`src/rtl/bfd_fifo.sv`:
```
// box filter downsampler: small flop queue between front and back
// no dependencies
`timescale 1ns / 1ps
`default_nettype none

module bfd_fifo #(
  parameter int WIDTH = 40,
  parameter int DEPTH = 4
) (
  input  wire logic             clk_i,
  input  wire logic             rst_ni,
  input  wire logic             push_i,
  input  wire logic [WIDTH-1:0] push_data_i,
  output logic                  full_o,
  input  wire logic             pop_i,
  output logic      [WIDTH-1:0] head_o,
  output logic                  empty_o
);

  localparam int PTR_W = (DEPTH > 1) ? $clog2(DEPTH) : 1;
  localparam int CNT_W = $clog2(DEPTH + 1);

  logic [WIDTH-1:0] slot_q [DEPTH];
  logic [PTR_W-1:0] wr_q, rd_q;
  logic [CNT_W-1:0] cnt_q;
  logic             do_push, do_pop;

  assign full_o  = (cnt_q == CNT_W'(DEPTH));
  assign empty_o = (cnt_q == '0);
  assign head_o  = slot_q[rd_q];
  assign do_push = push_i && !full_o;
  assign do_pop  = pop_i && !empty_o;

  always_ff @(posedge clk_i) begin
    if (do_push) begin
      slot_q[wr_q] <= push_data_i;
    end
  end

  always_ff @(posedge clk_i or negedge rst_ni) begin
    if (!rst_ni) begin
      wr_q  <= '0;
      rd_q  <= '0;
      cnt_q <= '0;
    end else begin
      if (do_push) begin
        wr_q <= (wr_q == PTR_W'(DEPTH - 1)) ? '0 : wr_q + PTR_W'(1);
      end
      if (do_pop) begin
        rd_q <= (rd_q == PTR_W'(DEPTH - 1)) ? '0 : rd_q + PTR_W'(1);
      end
      if (do_push && !do_pop) begin
        cnt_q <= cnt_q + CNT_W'(1);
      end else if (do_pop && !do_push) begin
        cnt_q <= cnt_q - CNT_W'(1);
      end
    end
  end

endmodule

`default_nettype wire

```
`config.mk`:
```
export PLATFORM = sky130hd
export DESIGN_NAME = bfd_fifo
export DESIGN_NICKNAME = d
export VERILOG_FILES = /design/src/rtl/bfd_fifo.sv
export SDC_FILE = /design/constraint.sdc
export NUM_CORES = 1
export LEC_CHECK = 0
export BUFFER_PORTS_ARGS = -buffer_cell sky130_fd_sc_hd__buf_2
export CAP_MARGIN = 20
export CORE_AREA = 2 2 105 107
export DETAILED_ROUTE_END_ITERATION = 10
export DIE_AREA = 0 0 107 109
export GPL_ROUTABILITY_DRIVEN = 1
export PLACE_DENSITY = 0.88
export SKIP_LAST_GASP = 1
export SYNTH_ARGS = -nofsm -noshare
export SYNTH_HDL_FRONTEND = slang
export SYNTH_SLANG_ARGS = --single-unit
export TNS_END_PERCENT = 5
```
`constraint.sdc`:
```
create_clock -name clk_i -period 4.7 [get_ports clk_i]
set_input_delay 0.94 -clock clk_i [delete_from_list [all_inputs] [get_ports clk_i]]
set_output_delay 0.94 -clock clk_i [all_outputs]
set_load 0.01 [all_outputs]
```
# After elaboration in Yosys (flattened, before gate mapping)
# Memory sizes are Yosys's and may differ from the RTL's.
# Index checks and enable logic that the tools add are counted.
# op_classes
n_addsub	4
mul	0
n_div	0
n_lt_le_gt_ge	0
eq_ne	3
shifts	0
muxes	6
bitwise_logic	0
reduce_logical	10
# op_table
operator	count
two-way mux 3 bit	2
adder 2 x 1 -> 2 bit, second input constant	2
equality test 2 bit, second input constant	2
logical AND 1 bit	4
logical NOT 1 bit	4
two-way mux 2 bit	2
adder 3 x 1 -> 3 bit, second input constant	1
equality test 3 bit, second input constant	1
logical NOT 3 bit	1
subtractor 3 x 1 -> 3 bit, second input constant	1
two-way mux 1 bit	2
nonzero test 2 bit	1
# word_totals
ff_bits	7
latch_bits	0
ramBits	160
romBits	0
inputBits	44
out_inout_bits	42
elab_cells	27
memories	1
# mem_list
memory	depth	width	rd	rd_ports_with_merged_regs	wr	line_no	text
slot_q	4	40	1	0	1	23	logic [WIDTH-1:0] slot_q [DEPTH];

# Depth between registers and ports, before layout
# Gate-level depths: netlist of the first run.
# logic_depth
ltp_word	7
mapped_depth	8
ltp_nobuf	8

# Least setup slack after synthesis of the first run
# No wires, ideal clock.
# synth_timing
path_kind	input port to flip-flop
from	input port push_i
to	memory slot_q[3][0], enable pin
setup_time_ns	0.438
arrival_time_ns	2.682
required_time_ns	4.262
setup_slack_ns	1.580
stages	2
n_path_buf	0
cell_sequence	nand2_1 nor2_1
# synth_between
elab_chain_len	3
# synth_lines
element	line_no	text
start: declaration	12	input wire logic push_i,
logical AND 1 bit	31	assign do_push = push_i && !full_o;
two-way mux 1 bit	35	if (do_push) begin
two-way mux 1 bit (not written as such)	36	slot_q[wr_q] <= push_data_i;
end: declaration	23	
# No other way between the ends.

# Worst setup path in the final report of the first run
# layout_timing
from	register rd_q[0]
to	output port head_o[35]
# layout_between
elab_chain_len	1
# layout_lines
element	line_no	text
start: declaration	24	logic [PTR_W-1:0] wr_q, rd_q;
start signal: assignment	50	rd_q <= (rd_q == PTR_W'(DEPTH - 1)) ? '0 : rd_q + PTR_W'(1);
memory read (4 x 40 bit)	--	
end: declaration	16	output logic [WIDTH-1:0] head_o,
# No other way between the ends.

==> results of run 1 <==
## synth_stat cells, types with 2 or more instances
master | number | area share [%]
sky130_fd_sc_hd__inv_1 | 3 | 0.18
sky130_fd_sc_hd__buf_6 | 5 | 0.90
sky130_fd_sc_hd__nor3_1 | 2 | 0.16
sky130_fd_sc_hd__xor2_1 | 2 | 0.28
sky130_fd_sc_hd__nor2_1 | 3 | 0.18
sky130_fd_sc_hd__edfxtp_1 | 160 | 77
sky130_fd_sc_hd__ha_1 | 6 | 1.2
sky130_fd_sc_hd__buf_2 | 4 | 0.32
sky130_fd_sc_hd__and2_1 | 3 | 0.30
sky130_fd_sc_hd__mux4_2 | 40 | 14
sky130_fd_sc_hd__mux2_4 | 2 | 0.48
sky130_fd_sc_hd__dfrtp_1 | 7 | 2.8
## routing by layer
metal  wire [um]  GRT usage [%]  vias up
met2        5420          31.44       82
met3         510          5.798        2
met1        4172          24.40     1432
met5           0              0        -
li1            -              -     1236
met4          56          7.328        0
## critical path: stages (launching register included)
cell and delay (ps):
sky130_fd_sc_hd__dfrtp_4 980, sky130_fd_sc_hd__mux4_2 610, sky130_fd_sc_hd__buf_2 160
## flip-flops by register name (all words and copies together), names as in the netlist
signal and count:
cnt_q 3, rd_q 2, slot_q 160, wr_q 2
## path summary, 6_finish.rpt
check	slack, ps	end	from
setup / recovery	1500	head_o[35]	rd_q[0]
hold / removal	250	cnt_q[2]	rst_ni
setup reg to reg	2580	slot_q[0][28]	cnt_q[2]
hold reg to reg	550	cnt_q[2]	cnt_q[2]
max in group asynchronous	4250	rd_q[0]	rst_ni
min in group clk_i	550	cnt_q[2]	cnt_q[2]
## area by class of cell
cell class	instances	area (sq um)
diodes	1	2.502
clock buffers	22	432.9
clock inverters	10	81.33
fillers	657	3272
inverters	3	11.26
multi-input cells	67	1182
flip-flops and latches	167	4985
well taps	140	175.2
repair buffers	87	460.4
## through the flow
stage	cell area, sq um	instances	power, uW	util [%]
floorplan	6242	247	3021	-
global placement	6787	463	3389	64.01
detailed placement	6787	463	3436	64.01
CTS	7301	495	4634	68.86
global route	7328	496	4818	69.12
finish	7331	497	4583	69.14
## power breakdown
part / leakage, uW / internal (uW) / switching (uW)
Clock: 0.000239 / 694 / 505
Sequential: 0.00155 / 1970 / 269
Combinational: 0.000750 / 620 / 520
## logic make-up (layout without fill, tap and decap cells)
kind of cell	count (synthesis)	after routing	synth area share, %
simple gates	11	11	1.223
fa+ha+maj	7	7	1.523
mux	44	44	15.27
compound gates	2	2	0.3207
flops	167	167	79.78
xor+xnor	3	3	0.4210
buf+inv	13	122	1.463
other cells	0	1	0
==> run metrics, run 1 <==
max cap viols=0; vias per cell=5.537; Worst Slack Setup Final=1497 ps; CTS tree=yes; final slew viol count=0; clk_skew=11.96 ps; count of input and output buffers=85; Worst Path Required=3760 ps; total negative slack for setup checks=0 ps; count of boundary I/O pins=86; total CTS buffers=17; leakage dissipation=0.002534 uW; Post-synth ARST share=4.192%; post-cts hold buffer count=0; critical path start-end classification=reg -> out; flop and latch count out of synthesis=167; number of design rule violations left after detail routing=0; slew at the pin closest to its max-slew limit=1058 ps; clock input transition at the sequential cells of the worst setup and hold paths=60 ps; initial antenna violation count=1; first-pass GRT wire length=15,800 um; kind of start point of the critical path=flip-flop; count of instances resized after the clock tree is built=0; period utilisation layout=68.15%; site row count=38; final setup violation count=0; area of the placeable core=10,600 sq um; commonest non-fill, non-tap cell in the layout=sky130_fd_sc_hd__edfxtp_1; Final Hold Violating Endpoints=0; class of the tightest hold or removal check=in -> async; dpl hpwl=5917 um; crit path DAT=2260 ps; GRT Overall Usage=19.11%; sink count of the clock tree=167; vias in the first global route=2,955; wire length per cell after detailed routing=20.44 um; global placement routability congestion=0.7038; TritonRoute pass-1 iters=4; clock latency on the worst-skew pair=510 ps; number of buffers between clock root and the deepest sink=2; overall via count from detail_route=2,752; part of the Yosys area used for sequential elements=79.78%; Worst Reg-to-Reg Cells=3; number of antenna-violating nets in the routed design=0; Final Net Count=394; P&R area growth vs syn=17.44%; total detailed-routing wirelength=10,160 um; commonest non-fill, non-tap cells in the layout=sky130_fd_sc_hd__edfxtp_1, sky130_fd_sc_hd__buf_2, sky130_fd_sc_hd__mux4_2; area of the mapped netlist=6242 sq um; Crit Path Max Fanout=43; effective utilization at floorplan=58.87%; Slew HR=29.47%; post-synth net total=298; number of warnings printed during yosys synthesis=0; Main synth FF type=sky130_fd_sc_hd__edfxtp_1; starting DRC count in detailed routing=104; buffer cell driving the clock tree root=sky130_fd_sc_hd__clkbuf_8; setup repair after global routing missed its margin=false; Yosys cell types=22; Peak supply drop=0.0003539 V; Worst Hold Margin=253.6 ps; GRT Residual Overflow=0; area of the die=11,660 sq um; pin count of the biggest net entering global routing=44; Post-CTS Setup Bufs=0; share of cells above drive strength 1=45.51%; Post-synth EDFFs=160; maximum level of the CTS H-tree=4; run status=finished clean; worst setup timing slack at the placement stage=1957 ps; die span in y=109 um; number of standard cells after synthesis=247; fin crit period=3203 ps; mean post-synth cell area=25.27 sq um; Die X=107 um; highest clock rate=312.2 MHz; power density over cell area=625.2 nW/um^2; Setup crit end kind=primary output
Note: power is estimated with default switching activity, not from simulation.
==> run 2: changes to the inputs <==
--- a/config.mk
+++ b/config.mk
@@ -7,11 +7,11 @@
 export LEC_CHECK = 0
 export BUFFER_PORTS_ARGS = -buffer_cell sky130_fd_sc_hd__buf_2
 export CAP_MARGIN = 20
-export CORE_AREA = 2 2 105 107
+export CORE_AREA = 2 2 114 116
 export DETAILED_ROUTE_END_ITERATION = 10
-export DIE_AREA = 0 0 107 109
+export DIE_AREA = 0 0 116 118
 export GPL_ROUTABILITY_DRIVEN = 1
-export PLACE_DENSITY = 0.88
+export PLACE_DENSITY = 0.8
 export SKIP_LAST_GASP = 1
 export SYNTH_ARGS = -nofsm -noshare
 export SYNTH_HDL_FRONTEND = slang
==> constraint.sdc (replaced) <==
create_clock -name clk_i -period 2.83 [get_ports clk_i]
set_input_delay 0.566 -clock clk_i [delete_from_list [all_inputs] [get_ports clk_i]]
set_output_delay 0.566 -clock clk_i [all_outputs]
set_load 0.01 [all_outputs]
==> run metrics, run 2 (synthesis results as in run 1) <==
first-pass GRT wire length=16,200 um; critical path start-end classification=reg -> out; cell depth of the worst hold path=1; Total Power Consumption=7903 uW; wire length per cell after detailed routing=19.13 um; period utilisation layout=87.38%; Peak supply drop=0.0005878 V; share of cells above drive strength 1=47.67%; design internal power=5706 uW; final slew viol count=0; Clk pwr share=27.5%; max cap viols=0; P&R area growth vs syn=20.38%; hold path endpoint=slot_q[1][9]; effective utilization at floorplan=50.28%; GRT Overall Usage=16.51%; Worst Reg-to-Reg Cells=7; number of buffers between clock root and the deepest sink=2; Critical R2R Launch=cnt_q[0]; clk_skew=8.450 ps; sink count of the clock tree=167; vias in the first global route=3,047; area of the die=13,690 sq um; portion of total power attributed to combinational logic=29.0%; sequential cell fraction of total power=43.5%; crit path DAT=1910 ps; total CTS buffers=17; largest registers in the final layout=slot_q x160, cnt_q x3; register ranked first by flip-flop count=slot_q; number of antenna-violating nets in the routed design=0; count of input and output buffers=85; clock latency on the worst-skew pair=430 ps; total detailed-routing wirelength=10,270 um; run status=finished clean; net switching power=2197 uW; maximum level of the CTS H-tree=4; commonest non-fill, non-tap cells in the layout=sky130_fd_sc_hd__edfxtp_1, sky130_fd_sc_hd__buf_2, sky130_fd_sc_hd__mux4_2; area of the placeable core=12,410 sq um; slew at the pin closest to its max-slew limit=554.5 ps; critical path's slowest cell=sky130_fd_sc_hd__mux4_2; initial antenna violation count=0; leakage dissipation=0.002616 uW; Worst Slack Setup Final=357.3 ps; site row count=41; setup repair after global routing missed its margin=false; final setup violation count=0; number of diodes added for antenna fixing=0; highest clock rate=404.4 MHz; die span in y=118 um; global placement routability congestion=0.6909; buffer cell driving the clock tree root=sky130_fd_sc_hd__clkbuf_16; count of instances resized after the clock tree is built=0; Worst Path Required=2260 ps; switching share of power=27.80%; fin crit period=2473 ps; multi-input combinational cell area=1182 sq um; non-filler cells, final=537; class of the tightest hold or removal check=in -> reg; kind of start point of the critical path=flip-flop; number of design rule violations left after detail routing=0; TritonRoute pass-1 iters=4; dpl hpwl=6258 um; pin count of the biggest net entering global routing=43; Final Net Count=403; area used by sequential logic in the layout=4985 sq um; Final Hold Violating Endpoints=0; clock input transition at the sequential cells of the worst setup and hold paths=60 ps; Die X=116 um; total negative slack for setup checks=0 ps; Crit Reg-Reg Endpoint=cnt_q[2]; GRT Residual Overflow=0; Filler Cell Count=893; delay of the slowest cell on the worst path=560 ps; starting DRC count in detailed routing=140; cell family with the largest share of critical-path delay=multiplexers; Worst Path Buf+Inv=2; worst setup timing slack at the placement stage=710.2 ps; vias per cell=5.222; Crit Path Max Fanout=18; power density over cell area=1052 nW/um^2; CTS tree=yes; Setup crit end kind=primary output; critical path, cell by cell=buf_4, mux4_2, buf_2; count of placed standard cells including taps=504; Slew HR=63.03%; hold wc startpoint=push_data_i[9]; reg-to-reg setup timing slack=720 ps; count of boundary I/O pins=86; Largest register FFs=160; overall via count from detail_route=2,804; commonest non-fill, non-tap cell in the layout=sky130_fd_sc_hd__edfxtp_1
-- run 2: changes by cell type in the layout (fill, tap and decap cells not counted), sizes merged --
| cell | before | now |
|---|---|---|
| clkinv | 6 | 4 |
| buf | 87 | 95 |
| bufinv | 1 | 2 |
| clkbuf | 22 | 23 |
| diode | 1 | 0 |
| dlygate4sd3 | 0 | 1 |
-- run 2: power groups by stage --
stage | Sequential [uW] | Combinational, uW | Clock, uW
floorplan | 3450 | 1570 | 0
global placement | 3450 | 2330 | 0
detailed placement | 3490 | 2350 | 0
CTS | 3440 | 2360 | 2220
global route | 3470 | 2500 | 2310
finish | 3440 | 2290 | 2170
-- run 2: timing repair --
item | in CTS | in global routing
buffers inserted | 0 | 0
endpoints found under the hold margin | 7 | 0
hold buffers | 1 | 0
endpoints found under the setup margin | 0 | 0
-- run 2: layer usage --
layer | vias to the layer above | track usage (%) | share of wire [%]
met2 | 78 | 26.10 | 51
met1 | 1448 | 20.55 | 42
met3 | 20 | 5.458 | 4.7
met4 | 0 | 7.887 | 2.1
met5 | - | 0 | 0
li1 | 1258 | - | -
-- run 2: worst max path at each step --
stage / startpoint / endpoint / slack [ps] / cells after the start
after floorplan: push_i / slot_q[3][0] / 80 / 2
after global placement: push_i / slot_q[1][12] / 790 / 4
after detailed placement: cnt_q[0] / cnt_q[2] / 710 / 7
after CTS: rd_q[0] / head_o[27] / 310 / 3
after global routing: rd_q[0] / head_o[34] / 280 / 3
final: rd_q[0] / head_o[27] / 360 / 3
-- run 2: layout make-up --
cell class | count | area share [%]
flip-flops and latches | 167 | 66.33
multi-input cells | 67 | 15.73
clock inverters | 9 | 1.365
repair buffers | 96 | 7.459
well taps | 172 | 2.864
inverters | 3 | 0.1499
clock buffers | 23 | 6.094
-- run 2: through the flow --
stage	area [sq um]	util, %	hold WS (ps)
floorplan	6242	-	270.4
global placement	6944	55.94	403.3
detailed placement	6944	55.94	410.4
CTS	7515	60.53	335.2
global route	7515	60.53	350.1
finish	7515	60.53	350.6
