### src/rtl/bfd_pkg.sv
// box filter downsampler: shared types, register codes and constants
// no dependencies; compiled first
`timescale 1ns / 1ps
`default_nettype none

package bfd_pkg;

  localparam int CH_W       = 8;
  localparam int SCALE_W    = 4;
  localparam int WIDTH_W    = 11;
  localparam int HEIGHT_W   = 13;
  localparam int CFG_IDX_W  = 2;
  localparam int CFG_DATA_W = 13;

  localparam int SCALE_RST  = 4;
  localparam int WIDTH_RST  = 640;
  localparam int HEIGHT_RST = 480;

  localparam int QUEUE_DEPTH = 4;

  // reciprocal of scale squared, scaled by 2**RECIP_SHIFT and rounded up
  localparam int RECIP_W     = 25;
  localparam int RECIP_SHIFT = 24;

  typedef enum logic [CFG_IDX_W-1:0] {
    CFG_SCALE  = 2'd0,
    CFG_WIDTH  = 2'd1,
    CFG_HEIGHT = 2'd2
  } cfg_idx_e;

  typedef struct packed {
    logic [CH_W-1:0] red;
    logic [CH_W-1:0] green;
    logic [CH_W-1:0] blue;
  } pix_t;

  typedef struct packed {
    logic first;
    logic last;
    logic fend;
  } tag_t;

  function automatic logic [RECIP_W-1:0] recip(input logic [SCALE_W-1:0] s);
    logic [RECIP_W-1:0] m;
    case (s)
      4'd2:    m = 25'd4194304;
      4'd3:    m = 25'd1864136;
      4'd4:    m = 25'd1048576;
      4'd5:    m = 25'd671089;
      4'd6:    m = 25'd466034;
      4'd7:    m = 25'd342393;
      4'd8:    m = 25'd262144;
      4'd9:    m = 25'd207127;
      4'd10:   m = 25'd167773;
      4'd11:   m = 25'd138655;
      4'd12:   m = 25'd116509;
      4'd13:   m = 25'd99274;
      4'd14:   m = 25'd85599;
      4'd15:   m = 25'd74566;
      default: m = 25'd16777216;
    endcase
    return m;
  endfunction

endpackage

`default_nettype wire

### src/rtl/bfd_if.sv
// box filter downsampler: pixel and average channel interfaces
// depends on bfd_pkg
`timescale 1ns / 1ps
`default_nettype none

interface bfd_pix_if;
  logic                    valid;
  logic                    ready;
  logic [bfd_pkg::CH_W-1:0] red_in;
  logic [bfd_pkg::CH_W-1:0] green_in;
  logic [bfd_pkg::CH_W-1:0] blue_in;

  modport source (output valid, output red_in, output green_in, output blue_in, input ready);
  modport sink   (input valid, input red_in, input green_in, input blue_in, output ready);
endinterface


`default_nettype wire

### src/rtl/bfd_front.sv
// box filter downsampler: config registers, pixel intake and block position tracking
// depends on bfd_pkg and bfd_if
`timescale 1ns / 1ps
`default_nettype none

module bfd_front #(
  parameter int MAX_OUT_WIDTH  = 1024,
  parameter int MAX_SCALE      = 8,
  parameter int MAX_OUT_HEIGHT = 4096
) (
  input  wire logic                              clk_i,
  input  wire logic                              rst_ni,
  input  wire logic                              cfg_we_i,
  input  wire logic [bfd_pkg::CFG_IDX_W-1:0]     cfg_idx_i,
  input  wire logic [bfd_pkg::CFG_DATA_W-1:0]    cfg_data_i,
  bfd_pix_if.sink                                pix_i,
  input  wire logic                              full_i,
  output logic                                   push_o,
  output bfd_pkg::pix_t                          push_pix_o,
  output logic [$clog2(MAX_OUT_WIDTH)-1:0]       push_col_o,
  output bfd_pkg::tag_t                          push_tag_o,
  output logic [bfd_pkg::SCALE_W-1:0]            scale_o
);

  localparam int SCALE_W  = bfd_pkg::SCALE_W;
  localparam int WIDTH_W  = bfd_pkg::WIDTH_W;
  localparam int HEIGHT_W = bfd_pkg::HEIGHT_W;
  localparam int SUB_W    = $clog2(MAX_SCALE);
  localparam int COL_W    = $clog2(MAX_OUT_WIDTH);
  localparam int ROW_W    = $clog2(MAX_OUT_HEIGHT);

  localparam int SCALE_RST_C  = (bfd_pkg::SCALE_RST > MAX_SCALE) ? MAX_SCALE
                                                                 : bfd_pkg::SCALE_RST;
  localparam int WIDTH_RST_C  = (bfd_pkg::WIDTH_RST > MAX_OUT_WIDTH) ? MAX_OUT_WIDTH
                                                                     : bfd_pkg::WIDTH_RST;
  localparam int HEIGHT_RST_C = (bfd_pkg::HEIGHT_RST > MAX_OUT_HEIGHT) ? MAX_OUT_HEIGHT
                                                                       : bfd_pkg::HEIGHT_RST;

  logic [SCALE_W-1:0]  scale_q, scale_d;
  logic [WIDTH_W-1:0]  width_q, width_d;
  logic [HEIGHT_W-1:0] height_q, height_d;
  logic [SUB_W-1:0]    subc_q, subc_d, subr_q, subr_d;
  logic [COL_W-1:0]    col_q, col_d;
  logic [ROW_W-1:0]    row_q, row_d;

  logic [SCALE_W-1:0]  v_scale;
  logic [WIDTH_W-1:0]  v_width;
  logic [HEIGHT_W-1:0] v_height;
  logic                cfg_hit;
  logic                accept;
  logic                subc_last, subr_last, col_last, row_last;

  assign pix_i.ready = !full_i;
  assign accept      = pix_i.valid && !full_i;
  assign scale_o     = scale_q;

  // clamp register writes into the legal range
  always_comb begin
    v_scale  = cfg_data_i[SCALE_W-1:0];
    v_width  = cfg_data_i[WIDTH_W-1:0];
    v_height = cfg_data_i[HEIGHT_W-1:0];
    scale_d  = scale_q;
    width_d  = width_q;
    height_d = height_q;
    cfg_hit  = 1'b0;
    if (cfg_we_i) begin
      case (cfg_idx_i)
        bfd_pkg::CFG_SCALE: begin
          cfg_hit = 1'b1;
          if (v_scale == '0) begin
            scale_d = SCALE_W'(1);
          end else if (int'(v_scale) > MAX_SCALE) begin
            scale_d = SCALE_W'(MAX_SCALE);
          end else begin
            scale_d = v_scale;
          end
        end
        bfd_pkg::CFG_WIDTH: begin
          cfg_hit = 1'b1;
          if (v_width == '0) begin
            width_d = WIDTH_W'(1);
          end else if (int'(v_width) > MAX_OUT_WIDTH) begin
            width_d = WIDTH_W'(MAX_OUT_WIDTH);
          end else begin
            width_d = v_width;
          end
        end
        bfd_pkg::CFG_HEIGHT: begin
          cfg_hit = 1'b1;
          if (v_height == '0) begin
            height_d = HEIGHT_W'(1);
          end else if (int'(v_height) > MAX_OUT_HEIGHT) begin
            height_d = HEIGHT_W'(MAX_OUT_HEIGHT);
          end else begin
            height_d = v_height;
          end
        end
        default: begin
          cfg_hit = 1'b0;
        end
      endcase
    end
  end

  // position within the frame
  always_comb begin
    subc_last = (SCALE_W'(subc_q) == scale_q - SCALE_W'(1));
    subr_last = (SCALE_W'(subr_q) == scale_q - SCALE_W'(1));
    col_last  = (WIDTH_W'(col_q) == width_q - WIDTH_W'(1));
    row_last  = (HEIGHT_W'(row_q) == height_q - HEIGHT_W'(1));
    subc_d = subc_q;
    subr_d = subr_q;
    col_d  = col_q;
    row_d  = row_q;
    if (!subc_last) begin
      subc_d = subc_q + SUB_W'(1);
    end else begin
      subc_d = '0;
      if (!col_last) begin
        col_d = col_q + COL_W'(1);
      end else begin
        col_d = '0;
        if (!subr_last) begin
          subr_d = subr_q + SUB_W'(1);
        end else begin
          subr_d = '0;
          row_d  = row_last ? '0 : row_q + ROW_W'(1);
        end
      end
    end
  end

  always_comb begin
    push_o           = accept;
    push_pix_o.red   = pix_i.red_in;
    push_pix_o.green = pix_i.green_in;
    push_pix_o.blue  = pix_i.blue_in;
    push_col_o       = col_q;
    push_tag_o.first = (subc_q == '0) && (subr_q == '0);
    push_tag_o.last  = subc_last && subr_last;
    push_tag_o.fend  = col_last && row_last;
  end

  always_ff @(posedge clk_i or negedge rst_ni) begin
    if (!rst_ni) begin
      scale_q  <= SCALE_W'(SCALE_RST_C);
      width_q  <= WIDTH_W'(WIDTH_RST_C);
      height_q <= HEIGHT_W'(HEIGHT_RST_C);
      subc_q   <= '0;
      subr_q   <= '0;
      col_q    <= '0;
      row_q    <= '0;
    end else begin
      scale_q  <= scale_d;
      width_q  <= width_d;
      height_q <= height_d;
      if (cfg_hit) begin
        subc_q <= '0;
        subr_q <= '0;
        col_q  <= '0;
        row_q  <= '0;
      end else if (accept) begin
        subc_q <= subc_d;
        subr_q <= subr_d;
        col_q  <= col_d;
        row_q  <= row_d;
      end
    end
  end

endmodule

`default_nettype wire

### src/flat_wrapper.sv
// flat-port wrapper written by rule: the top's interface ports become plain ports
module bfd_front_flat 
#(
  parameter int MAX_OUT_WIDTH  = 1024,
  parameter int MAX_SCALE      = 8,
  parameter int MAX_OUT_HEIGHT = 4096
)
  (clk_i, rst_ni, cfg_we_i, cfg_idx_i, cfg_data_i, full_i, push_o, push_pix_o, push_col_o, push_tag_o, scale_o, pix_i_valid, pix_i_red_in, pix_i_green_in, pix_i_blue_in, pix_i_ready);
  bfd_pix_if pix_i_i ();
  input  wire logic clk_i;
  input  wire logic rst_ni;
  input  wire logic cfg_we_i;
  input  wire logic [bfd_pkg::CFG_IDX_W-1:0] cfg_idx_i;
  input  wire logic [bfd_pkg::CFG_DATA_W-1:0] cfg_data_i;
  input  wire logic full_i;
  output logic push_o;
  output bfd_pkg::pix_t push_pix_o;
  output logic [$clog2(MAX_OUT_WIDTH)-1:0] push_col_o;
  output bfd_pkg::tag_t push_tag_o;
  output logic [bfd_pkg::SCALE_W-1:0] scale_o;
  input wire logic [$bits(pix_i_i.valid)-1:0] pix_i_valid;
  input wire logic [$bits(pix_i_i.red_in)-1:0] pix_i_red_in;
  input wire logic [$bits(pix_i_i.green_in)-1:0] pix_i_green_in;
  input wire logic [$bits(pix_i_i.blue_in)-1:0] pix_i_blue_in;
  output wire logic [$bits(pix_i_i.ready)-1:0] pix_i_ready;
  assign pix_i_i.valid = pix_i_valid;
  assign pix_i_i.red_in = pix_i_red_in;
  assign pix_i_i.green_in = pix_i_green_in;
  assign pix_i_i.blue_in = pix_i_blue_in;
  assign pix_i_ready = pix_i_i.ready;
  bfd_front #(.MAX_OUT_WIDTH(MAX_OUT_WIDTH), .MAX_SCALE(MAX_SCALE), .MAX_OUT_HEIGHT(MAX_OUT_HEIGHT)) u_core (.clk_i(clk_i), .rst_ni(rst_ni), .cfg_we_i(cfg_we_i), .cfg_idx_i(cfg_idx_i), .cfg_data_i(cfg_data_i), .pix_i(pix_i_i), .full_i(full_i), .push_o(push_o), .push_pix_o(push_pix_o), .push_col_o(push_col_o), .push_tag_o(push_tag_o), .scale_o(scale_o));
endmodule
### config.mk
export PLATFORM = sky130hd
export DESIGN_NAME = bfd_front_flat
export DESIGN_NICKNAME = d
export VERILOG_FILES = /design/src/rtl/bfd_pkg.sv /design/src/rtl/bfd_if.sv /design/src/rtl/bfd_front.sv /design/src/flat_wrapper.sv
export SDC_FILE = /design/constraint.sdc
export NUM_CORES = 1
export LEC_CHECK = 0
export ABC_AREA = 1
export BUFFER_PORTS_ARGS = -buffer_cell sky130_fd_sc_hd__buf_2
export CAP_MARGIN = 15
export CORE_MARGIN = 3
export CORE_UTILIZATION = 60
export DETAILED_ROUTE_END_ITERATION = 10
export PLACE_DENSITY = 0.86
export SYNTH_ARGS = -nofsm -noshare
export SYNTH_HDL_FRONTEND = slang
export SYNTH_SLANG_ARGS = --single-unit
### constraint.sdc
create_clock -name clk_i -period 4.7 [get_ports clk_i]
set_clock_uncertainty 0.05 [all_clocks]
set_input_delay 0 -clock clk_i [delete_from_list [all_inputs] [get_ports clk_i]]
set_output_delay 0 -clock clk_i [all_outputs]
set_load 0.005 [all_outputs]
After elaboration in Yosys (flattened, before gate mapping)
Cells that the tools add are included.
{"block": "word_totals", "input_bits": 44, "register_bits": 56, "out_inout_bits": 43, "word_cells": 71}
{"block": "op_classes", "magnitude_cmp": 3, "muxes": 26, "reduce_logical": 22, "addsub": 7, "eq_ne": 6}
{"cell": "$mux W12", "n": 6}
{"cell": "$mux W10", "n": 4}
{"cell": "$mux W13", "n": 2}
{"cell": "$mux W3", "n": 8}
{"cell": "$mux W11", "n": 2}
{"cell": "$eq A12 B13 Y1", "n": 1}
{"cell": "$gt A13 B13 Y1 const B", "n": 1}
{"cell": "$logic_not A13 Y1", "n": 1}
{"cell": "$sub A13 B1 Y13 const B", "n": 1}
{"cell": "$add A12 B1 Y12 const B", "n": 1}
{"cell": "$eq A10 B11 Y1", "n": 1}
{"cell": "$gt A11 B11 Y1 const B", "n": 1}
{"cell": "$logic_not A11 Y1", "n": 1}
{"cell": "$sub A11 B1 Y11 const B", "n": 1}
{"cell": "$add A10 B1 Y10 const B", "n": 1}
{"cell": "$eq A3 B4 Y1", "n": 2}
{"cell": "$mux W4", "n": 2}
{"cell": "$reduce_and A2 Y1", "n": 4}
{"cell": "$reduce_bool A2 Y1", "n": 4}
{"cell": "$add A3 B1 Y3 const B", "n": 2}
{"cell": "$logic_not A3 Y1", "n": 2}
{"cell": "$gt A4 B4 Y1 const B", "n": 1}
{"cell": "$logic_and A1 B1 Y1", "n": 4}
{"cell": "$logic_not A4 Y1", "n": 1}
{"cell": "other kinds (9)", "n": 10}

Depth between registers and ports, before layout
Gate-level depths: netlist of run 1.
{"block": "logic_depth", "word_depth": 8, "mapped_depth": 15, "mapped_depth_nobuf": 14}

Least setup slack after synthesis of run 1
Ideal clock, no wire load.
{"block": "synth_path", "path_type": "reg2reg", "startpoint": "register u_core.scale_q[0], in the netlist u_core.scale_o[0]", "endpoint": "register u_core.row_q[0]", "setup_slack_ps": 2732, "required_time_ps": 4533, "setup_time_ps": 117, "path_buffers": 1, "arrival_time_ps": 1801, "synth_period_minus_slack_ps": 1968, "path_stages_with_launch": 13, "path_cell_list": "dfrtp_1 > inv_2 > ha_1 > xnor2_1 > xor2_1 > nand3_1 > nand2_1 > nand2_2 > inv_4 > nand3_4 > buf_6 > nand2_2 > o21ai_2"}
{"block": "synth_via", "elab_chain_cells": 4, "word_cells_on_any_way": 6, "classes_between": "1 x add/sub; 2 x eq/ne; 3 x reduce/logical"}
{"element": "from (decl)", "line": "bfd_front.sv:39", "source": "logic [SCALE_W-1:0] scale_q, scale_d;"}
{"element": "from (signal assigned)", "line": "bfd_front.sv:146", "source": "scale_q <= SCALE_W'(SCALE_RST_C);"}
{"element": "from (signal assigned)", "line": "bfd_front.sv:154", "source": "scale_q <= scale_d;"}
{"element": "$sub A4 B1 Y4 (*)", "line": "bfd_front.sv:107, bfd_front.sv:108"}
{"element": "$eq A3 B4 Y1 (on tied branches)", "line": "bfd_front.sv:107, bfd_front.sv:108"}
{"element": "$reduce_bool A2 Y1 (no source line)"}
{"element": "$reduce_and A4 Y1 (no source line) (*)"}
{"element": "to (signal assigned)", "line": "bfd_front.sv:166", "source": "row_q <= row_d;"}
{"element": "to (decl)", "line": "bfd_front.sv:44", "source": "logic [ROW_W-1:0] row_q, row_d;"}
Every way passes the cells marked *; elsewhere a longest branch is shown, timed or not.
A chain may end at the register's enable or synchronous reset.

Worst setup path after layout of run 1
{"block": "layout_path", "startpoint": "register u_core.scale_q[0], in the netlist u_core.scale_o[0]", "endpoint": "register u_core.row_q[11]"}
The elaborated chain is that of the path after synthesis.

==> results.md, run 1 <==
* Outcome: finished clean
* Seq cells post-synth at 56
* Post-Route WL at roughly 10 mm
* GPL Wtd Cong at about 0.9
* RSZ-0062 raised after global routing: no
* Initial drt markers at ~300
* CTS Root Cell: clkbuf_8
* DPL Wire Length at ~7.6 mm
* WP data required at between 4000 and 5000 ps
* TritonCTS buffer count at 5
* Endpoints failing hold at 0
* Slew Limit Fails at 0
* Slew headroom at approximately 50%
* WL/cell at 14.8 µm
* Hold Crit Class: in2reg
* CP cell instances: inv_2, ha_1, xnor2_1, xor2_1, nand3_1, nand2_1, nand2_2, inv_4, nand3_4, nand2_1, o21ai_2
* Synth area leaders: dfrtp_1 (30%), nand2_1 (11%), inv_1 (7.0%)
* Max H-tree Level at 2
* Critical Path Fanout Max at 24
* Critical path's largest stage delay at between 400 and 500 ps
* Leak at approximately 2.3 nW
* Slew @ Worst Pin at 753 ps
* Fin crit period at between 2000 and 2500 ps
* FMAX at between 400 and 500 MHz
* Ratio of cells with drive above 1 in the final layout at roughly 17%
* DRC at 0
* Global-route wire length before repair at 16.9 mm
* Die extent in x at 89.2 µm
* Maxcap violations at 0
* Initial antenna violation count at 0
* Synth Cell Area at between 0.004 and 0.005 mm²
* Global route total overflow at 0
* Synth warn at 0
* Ys flop type: dfrtp_1
* Clk sink count at 56
* Syn Area/Cell at roughly 7.3 µm²
* Area grow syn2layout at 14.4%
* Die area at ~0.0080 mm²
* CTS tree: built
* Arr. time, crit path at ~2600 ps
* Setup Buffers After CTS at 0
* Most frequent cells in the layout: nand2_1 (125), inv_1 (77), nor2_1 (54), dfrtp_1 (49)
* Maximum VDD drop at 286 µV
* Final Power at roughly 1.6 mW
* Drt first pass iters at 6
* Clk_lat worst skew at between 300 and 400 ps
* Site Rows at 29
* Routed vias at just under 4000
* Post-route ant nets at 0
* Buf/Inv on CP at 2
* Yosys top cell by area: dfrtp_1
* Setup TNS Final at 0 ps
* Type of origin of the critical path: flop
* Post-synth EDFFs at 0
* Number of port buffers at 38
* Vias in the first global route at approximately 3800
* CP most frequent cell: nand2_1
* Core footprint at approximately 0.0065 mm²
* CP endpoint kind: flop
* GR Util All Layers at between 20% and 30%
* # IOs at 87
* Share of the synthesized area in the top cell type at a little under 30%
* Fin crit share at a little over half
* Seq/Total Area, Yosys at between 30% and 40%
* Setup violators final at 0
* Vias per inst at about 5.6
* Commonest non-fill, non-tap cell in the layout: nand2_1
* Die Height at 89.2 µm
* Critical path's top delay family: simple AND/OR/NAND/NOR gates
* Synth Net Count at 621
* Crit path kind: reg2reg
* Synth async-reset ratio at 100%
* Starting density of the core at approximately 64%
* Gate Count Post-Synth at about 570
* Largest net degree at the start of global routing at between 50 and 60
* Nets at between 600 and 700
* # diodes at 0
* Worst path slowest cell: dfrtp_1
* Max clock buf depth at 2
* CTS clock-pin slew for the worst setup and hold paths at around 100 ps
* PD cells at roughly 350 mW/mm²
* Yosys cell types at 42
logic make-up (layout without fill, tap and decap cells):
group,Yosys count,in the layout,synth area share [%]
xor+xnor,31,31,6.54
flops,56,56,34.0
buf+inv,114,172,13.5
simple gates,281,281,31.9
fa+ha+maj,9,9,2.71
compound gates,77,77,11.4
cell type report:
class | instances | area (µm²)
multi-input cells | 398 | 2180
fillers | 508 | 1780
flip-flops and latches | 56 | 1410
repair buffers | 82 | 626
inverters | 82 | 310
clock buffers | 7 | 96.3
well taps | 77 | 96.3
clock inverters | 1 | 30.0
worst min-delay path: stages:
cell	delay (ps)
buf_2	100
inv_1	60
nor2_1	60
nand3_1	70
o21ai_0	70
state kept, by name, indices dropped and copies added, names as in the netlist:
register / flops
u_core.height_q: 13
u_core.push_col_o: 10
u_core.row_q: 12
u_core.scale_o: 4
u_core.subc_q: 3
u_core.subr_q: 3
u_core.width_q: 11
layer usage:
layer | vias up | share of wire [%] | GRT usage, %
met5 | - | 0 | 0
met3 | 9 | 6.1 | 3.69
met1 | 1831 | 43 | 35.4
met2 | 160 | 50 | 46.2
met4 | 0 | 0.82 | 6.63
li1 | 1908 | - | -
per-stage QoR:
stage | worst slack, ps | cell area (µm²) | cells | utilization (%) | hold slack (ps)
finish | 2250 | 4750 | 703 | 72.8 | 39.0
global route | 2080 | 4750 | 703 | 72.8 | 66.0
CTS | 2270 | 4750 | 703 | 72.8 | 40.0
detailed placement | 2280 | 4210 | 653 | 64.4 | -50.0
global placement | 2420 | 4210 | 653 | 64.4 | -50.0
floorplan | 2730 | 4150 | 568 | - | -346
Yosys cell counts, types with 2 or more instances:
cell and instances:
nand2_1 125, inv_1 77, nor2_1 54, dfrtp_1 49
nand3_1 42, buf_4 25, xor2_1 22, o21ai_0 21
nand2_2 16, o22ai_1 16, o21ai_2 14, a21oi_1 13
ha_1 9, xnor2_1 9, nor3_1 8, dfstp_2 7
nand4_1 7, o21ai_1 7, nor2_2 6, nor2_4 5
inv_2 4, and3_1 3, buf_6 3, nand3_4 3
nand3b_1 3, nand3_2 2, nor3b_1 2, or2_2 2
path summary, 6_finish.rpt:
check                      cells after the start              endpoint                from  slack [ps]
max                                           11      u_core.row_q[11]   u_core.scale_o[0]        2250
min                                            5      u_core.subc_q[0]         pix_i_valid          40
max reg2reg                                   11      u_core.row_q[11]   u_core.scale_o[0]        2250
min reg2reg                                    2    u_core.height_q[6]  u_core.height_q[6]         460
max in group asynchronous                      3   u_core.height_q[11]              rst_ni        3820
min in group asynchronous                      3  u_core.push_col_o[4]              rst_ni         310
timing repair:
| item | in CTS | in global routing |
|---|---|---|
| endpoints found under the setup margin | 0 | 0 |
| resized for setup | 0 | 0 |
| hold buffers | 42 | 0 |
| endpoints found under the hold margin | 100 | 0 |
power by group:
part / switching, mW / total (mW) / internal, mW / leakage [nW]
Sequential: 0.0985 / 0.657 / 0.559 / 0.720
Clock: 0.162 / 0.350 / 0.188 / 0.0645
Combinational: 0.374 / 0.633 / 0.259 / 1.50
Power figures use the tool's default switching activity.
==> run 2, diff against run 1 <==
Settings changed: CORE_UTILIZATION 60 to 56, PLACE_DENSITY 0.86 to 0.81.
Clock period 4.7 ns to 2.35 ns, I/O delays scaled along.
==> run 2 against run 1 <==
Against the previous run:
- total power is 95% higher
- die area increased by 6.7%
- sequential share of layout area is 0.63 points lower
- largest cell class unchanged
- worst hold slack got worse by 17 ps
- sequential power increased by 99%
- global-route usage down 1.2 points
- largest power group is now combinational logic
- final area increased by 2.2%
- routed wire length up 2.1%
==> results.md, run 2 (synthesized netlist as in run 1, its figures left out) <==
* Outcome: finished clean
* FMAX at ~460 MHz
* RSZ-0062 raised after global routing: no
* Maximum VDD drop at 361 µV
* Fin worst setup slack at between 150 and 200 ps
* Number of cells on the worst hold path at 5
* Clk sink count at 56
* Number of port buffers at 38
* Ratio of cells with drive above 1 in the final layout at just under 20%
* Fillers at ~580
* CTS clock-pin slew for the worst setup and hold paths at around 100 ps
* GPL Wtd Cong at 0.911
* Hold Crit Start: pix_i_valid
* Nets at roughly 690
* Post-Route WL at around 11 mm
* DPL Wire Length at 7.57 mm
* Reg-to-reg critical path endpoint: u_core.row_q[4]
* CTS tree: built
* Critical Path Fanout Max at 12
* Post-route ant nets at 0
* Max clock buf depth at 2
* Vias per inst at 5.50
* WL/cell at roughly 15 µm
* Die Height at between 90 and 100 µm
* FF-to-FF Start: u_core.width_q[0]
* Initial antenna violation count at 0
* Die area at around 0.0085 mm²
* Area grow syn2layout at 16.9%
* Leak at 2.31 nW
* Site Rows at 30
* Commonest non-fill, non-tap cell in the layout: nand2_1
* Hold Crit Class: in2reg
* Largest net degree at the start of global routing at 30
* Global route total overflow at 0
* Starting density of the core at roughly three fifths
* Final hold slack at around 22 ps
* Hold path endpoint: u_core.subc_q[0]
* Drt first pass iters at 5
* Setup TNS Final at 0 ps
* Worst-case reg-to-reg path depth at 14
* Pre-CTS setup slack at around 8.2 ps
* Final core occ at ~70%
* # IOs at 87
* Type of origin of the critical path: flop
* Maxcap violations at 0
* Largest registers: u_core.height_q (13), u_core.row_q (12), u_core.width_q (11)
* Max H-tree Level at 2
* Fin crit period at about 2200 ps
* Slew Limit Fails at 0
* Crit path kind: reg2reg
* Reg2Reg Setup Slack at around 190 ps
* Most frequent cells in the layout: nand2_1 (125), inv_1 (76), nor2_1 (54), dfrtp_1 (49)
* TritonCTS buffer count at 5
* Slew @ Worst Pin at approximately 690 ps
* GR Util All Layers at between 20% and 30%
* # diodes at 0
* Vias in the first global route at between 3000 and 4000
* Global-route wire length before repair at 17.6 mm
* Setup violators final at 0
* Die extent in x at 92.1 µm
* WP data required at about 2500 ps
* Core footprint at around 0.0070 mm²
* Max FFs per register at 13
* PD cells at around 660 mW/mm²
* Fin crit share at around 92%
* CP endpoint kind: flop
* Initial drt markers at between 200 and 250
* Clk_lat worst skew at 310 ps
* CTS Root Cell: clkbuf_8
* Routed vias at between 4000 and 5000
* Endpoints failing hold at 0
* Multi-input logic area at between 0.002 and 0.0025 mm²
* Arr. time, crit path at ~2300 ps
* Register Area at ~0.0014 mm²
* DRC at 0
* Slew headroom at around 54%
* Largest Register: u_core.height_q
-- run 2: cell type report --
| type | count | share of cell area (%) |
|---|---|---|
| flip-flops and latches | 56 | 29.0 |
| clock inverters | 2 | 0.283 |
| repair buffers | 90 | 14.1 |
| clock buffers | 6 | 1.70 |
| inverters | 82 | 6.49 |
| multi-input cells | 399 | 45.9 |
| well taps | 96 | 2.47 |
-- run 2: per-layer routing --
metal / GRT usage, % / vias up / share of wire [%]
met4: 5.20 / 0 / 1.3
met5: 0 / - / 0
met2: 42.5 / 193 / 47
li1: - / 1929 / -
met1: 35.2 / 1892 / 44
met3: 4.02 / 10 / 7.7
-- run 2: worst max-delay path by stage --
| stage | from | slack (ps) | cells past startpoint | to |
|---|---|---|---|---|
| after floorplan | u_core.scale_o[0] | 380 | 12 | u_core.row_q[0] |
| after global placement | u_core.width_q[0] | 110 | 14 | u_core.row_q[11] |
| after detailed placement | u_core.width_q[0] | 8 | 14 | u_core.row_q[6] |
| after CTS | u_core.width_q[0] | 110 | 14 | u_core.row_q[4] |
| after global routing | u_core.width_q[0] | 0.9 | 14 | u_core.row_q[6] |
| final | u_core.width_q[0] | 190 | 14 | u_core.row_q[4] |
-- run 2: stage by stage --
stage	area (µm²)	power (mW)	std cells
finish	4860	3.20	731
global route	4860	3.46	731
CTS	4810	3.17	729
detailed placement	4270	2.52	678
global placement	4270	2.48	678
floorplan	4150	2.23	568
-- run 2: repair_timing --
item                                    in CTS  in global routing
endpoints found under the setup margin       3                 22
setup buffers                                0                  2
gates resized for setup                      1                  9
hold buffers                                42                  0
cloned                                       1                  0
endpoints found under the hold margin       72                  0
-- run 2: report_power, final --
group          internal (mW)  switching [mW]  leakage, nW
Sequential              1.12           0.190        0.720
Combinational          0.547           0.769         1.54
Clock                  0.242           0.336       0.0516
Total                   1.91            1.30         2.31
-- run 2: worst max-delay path, stage by stage, from the launching register on --
cell and delay [ps]:
dfrtp_1 400, inv_2 100, ha_2 230, inv_1 50, nand2_1 70, nand2_1 50, nand2_1 70, nand2_1 60
nand3b_1 170, nor2_2 140, nand3_4 110, nand2_4 120, nand3_4 190, nand2_1 160, o21ai_2 70
==> run 3, diff against run 2 <==
Settings changed: PLACE_DENSITY 0.81 to 0.9.
==> run 3 against run 2 <==
Against the previous run:
- total power rose by 1.7%
- critical path type unchanged
- via count decreased by 1.8%
- clock-buffer cell count stayed put
- global-route usage down 0.74 points
==> results.md, run 3 (synthesized netlist as in run 1, its figures left out) <==
* Global route total overflow at 0
* Clock power share at between 15 and 20%
* Vias per inst at between 5 and 6
* FMAX at roughly 470 MHz
* Initial drt markers at roughly 290
* Commonest non-fill, non-tap cell in the layout: nand2_1
* P_sw at 1.29 mW
* Maxcap violations at 0
* Die Height at 92.1 µm
* DP Area at between 0.004 and 0.005 mm²
* Type of origin of the critical path: flop
* Vias in the first global route at 3806
* # IOs at between 80 and 90
* Starting density of the core at ~59%
* P_int at 1.97 mW
* Max clock buf depth at 2
* Core footprint at approximately 0.007 mm²
* Die extent in x at around 92 µm
* Final non-filler cell area at around 0.0048 mm²
* Fin cells at 728
* GR Util All Layers at 24.7%
* Seq pwr share at 40.3%
* Arr. time, crit path at ~2300 ps
* Final Power at between 3 and 4 mW
* PD cells at about 670 mW/mm²
* Post-Route WL at about 10 mm
* Placed Instances at between 600 and 700
* Slew Limit Fails at 0
* Ratio of cells with drive above 1 in the final layout at a little under a fifth
* Site Rows at 30
* Setup Buffers After CTS at 0
* Slew headroom at approximately half
* Hold Crit Class: in2reg
* Outcome: finished clean
* Fin crit share at around nine tenths
* Max FFs per register at 13
* Endpoints failing hold at 0
* Final hold slack at between 20 and 25 ps
* CTS tree: built
* WP data required at 2510 ps
* CTS Root Cell: clkbuf_8
* Global-route wire length before repair at ~17 mm
* Post-route ant nets at 0
* CP endpoint kind: flop
* Largest Register: u_core.height_q
* Setup violators final at 0
* TritonCTS buffer count at 5
* # diodes at 0
* Combinational share of power at about two fifths
* WL/cell at between 10 and 15 µm
* CTS clock-pin slew for the worst setup and hold paths at ~100 ps
* Sw Share at a little under 40%
* DPL Wire Length at around 7.6 mm
* Routed vias at around 4000
* Fin worst setup slack at approximately 200 ps
* Initial antenna violation count at 0
* Drt first pass iters at 5
* Number of port buffers at 38
* Die area at 0.00849 mm²
* DRC at 0
* Nets at between 600 and 700
* Largest registers: u_core.height_q (13), u_core.row_q (12), u_core.width_q (11)
* Crit path kind: reg2reg
* Clk sink count at 56
* Slew @ Worst Pin at ~770 ps
* Leak at roughly 2.3 nW
* Setup TNS Final at 0 ps
* Clk_lat worst skew at about 320 ps
* Largest net degree at the start of global routing at 36
* RSZ-0062 raised after global routing: no
* Pre-CTS setup slack at ~26 ps
* Area grow syn2layout at 16.5%
* Fin crit period at 2150 ps
* Maximum VDD drop at ~370 µV
* Critical Path Fanout Max at 12
* Most frequent cells in the layout: nand2_1 (125), inv_1 (75), nor2_1 (54), dfrtp_1 (49)
* Final core occ at 69.3%
* GPL Wtd Cong at slightly above 0.9
* Max H-tree Level at 2
[run 3: layer usage]
metal,track usage [%],wire length [µm],vias to the layer above
met5,0,0,-
met4,5.69,105,0
met3,3.53,670,8
met2,43.4,5050,166
met1,32.3,4550,1851
li1,-,-,1925
[run 3: final cells by class]
type,instances,area [µm²]
inverter,82,315
sequential,56,1410
tap,96,120
multi-input combinational,399,2220
timing repair buffer,87,663
fill,571,2150
clock inverter,2,35.0
clock buffer,6,72.6
[run 3: worst paths after layout]
path                                    start                  to  slack, ps  cells past startpoint
max                         u_core.width_q[0]     u_core.row_q[6]        200                     14
min                               pix_i_valid    u_core.subc_q[0]         20                      5
max reg2reg                 u_core.width_q[0]     u_core.row_q[6]        200                     14
min reg2reg                u_core.height_q[6]  u_core.height_q[6]        460                      2
max in group asynchronous              rst_ni   u_core.width_q[7]       1320                      3
min in group asynchronous              rst_ni    u_core.subr_q[2]        240                      2
[run 3: power by group through the flow]
| stage | Sequential [mW] | Combinational (mW) | Clock [mW] |
|---|---|---|---|
| after global routing | 1.33 | 1.48 | 0.683 |
| after detailed placement | 1.32 | 1.20 | 0 |
| final | 1.31 | 1.30 | 0.640 |
| after global placement | 1.32 | 1.16 | 0 |
| after CTS | 1.31 | 1.28 | 0.642 |
| after floorplan | 1.28 | 0.956 | 0 |
[run 3: critical path, cell delays in order (launching register included)]
cell and delay, ps:
dfrtp_1 400, inv_2 110, ha_2 230, inv_1 50, nand2_1 70, nand2_1 70
nand2_1 90, nand2_1 60, nand3b_1 160, nor2_2 130, nand3_4 110, nand2_4 120
nand3_4 190, nand2_1 140, o21ai_2 60
[run 3: timing repair]
item | 4_1_cts | 5_1_grt
setup endpoints to repair | 7 | 16
resized for setup | 1 | 9
cloned | 1 | 0
pin swaps | 0 | 0
hold buffers | 42 | 0
endpoints found under the hold margin | 79 | 0
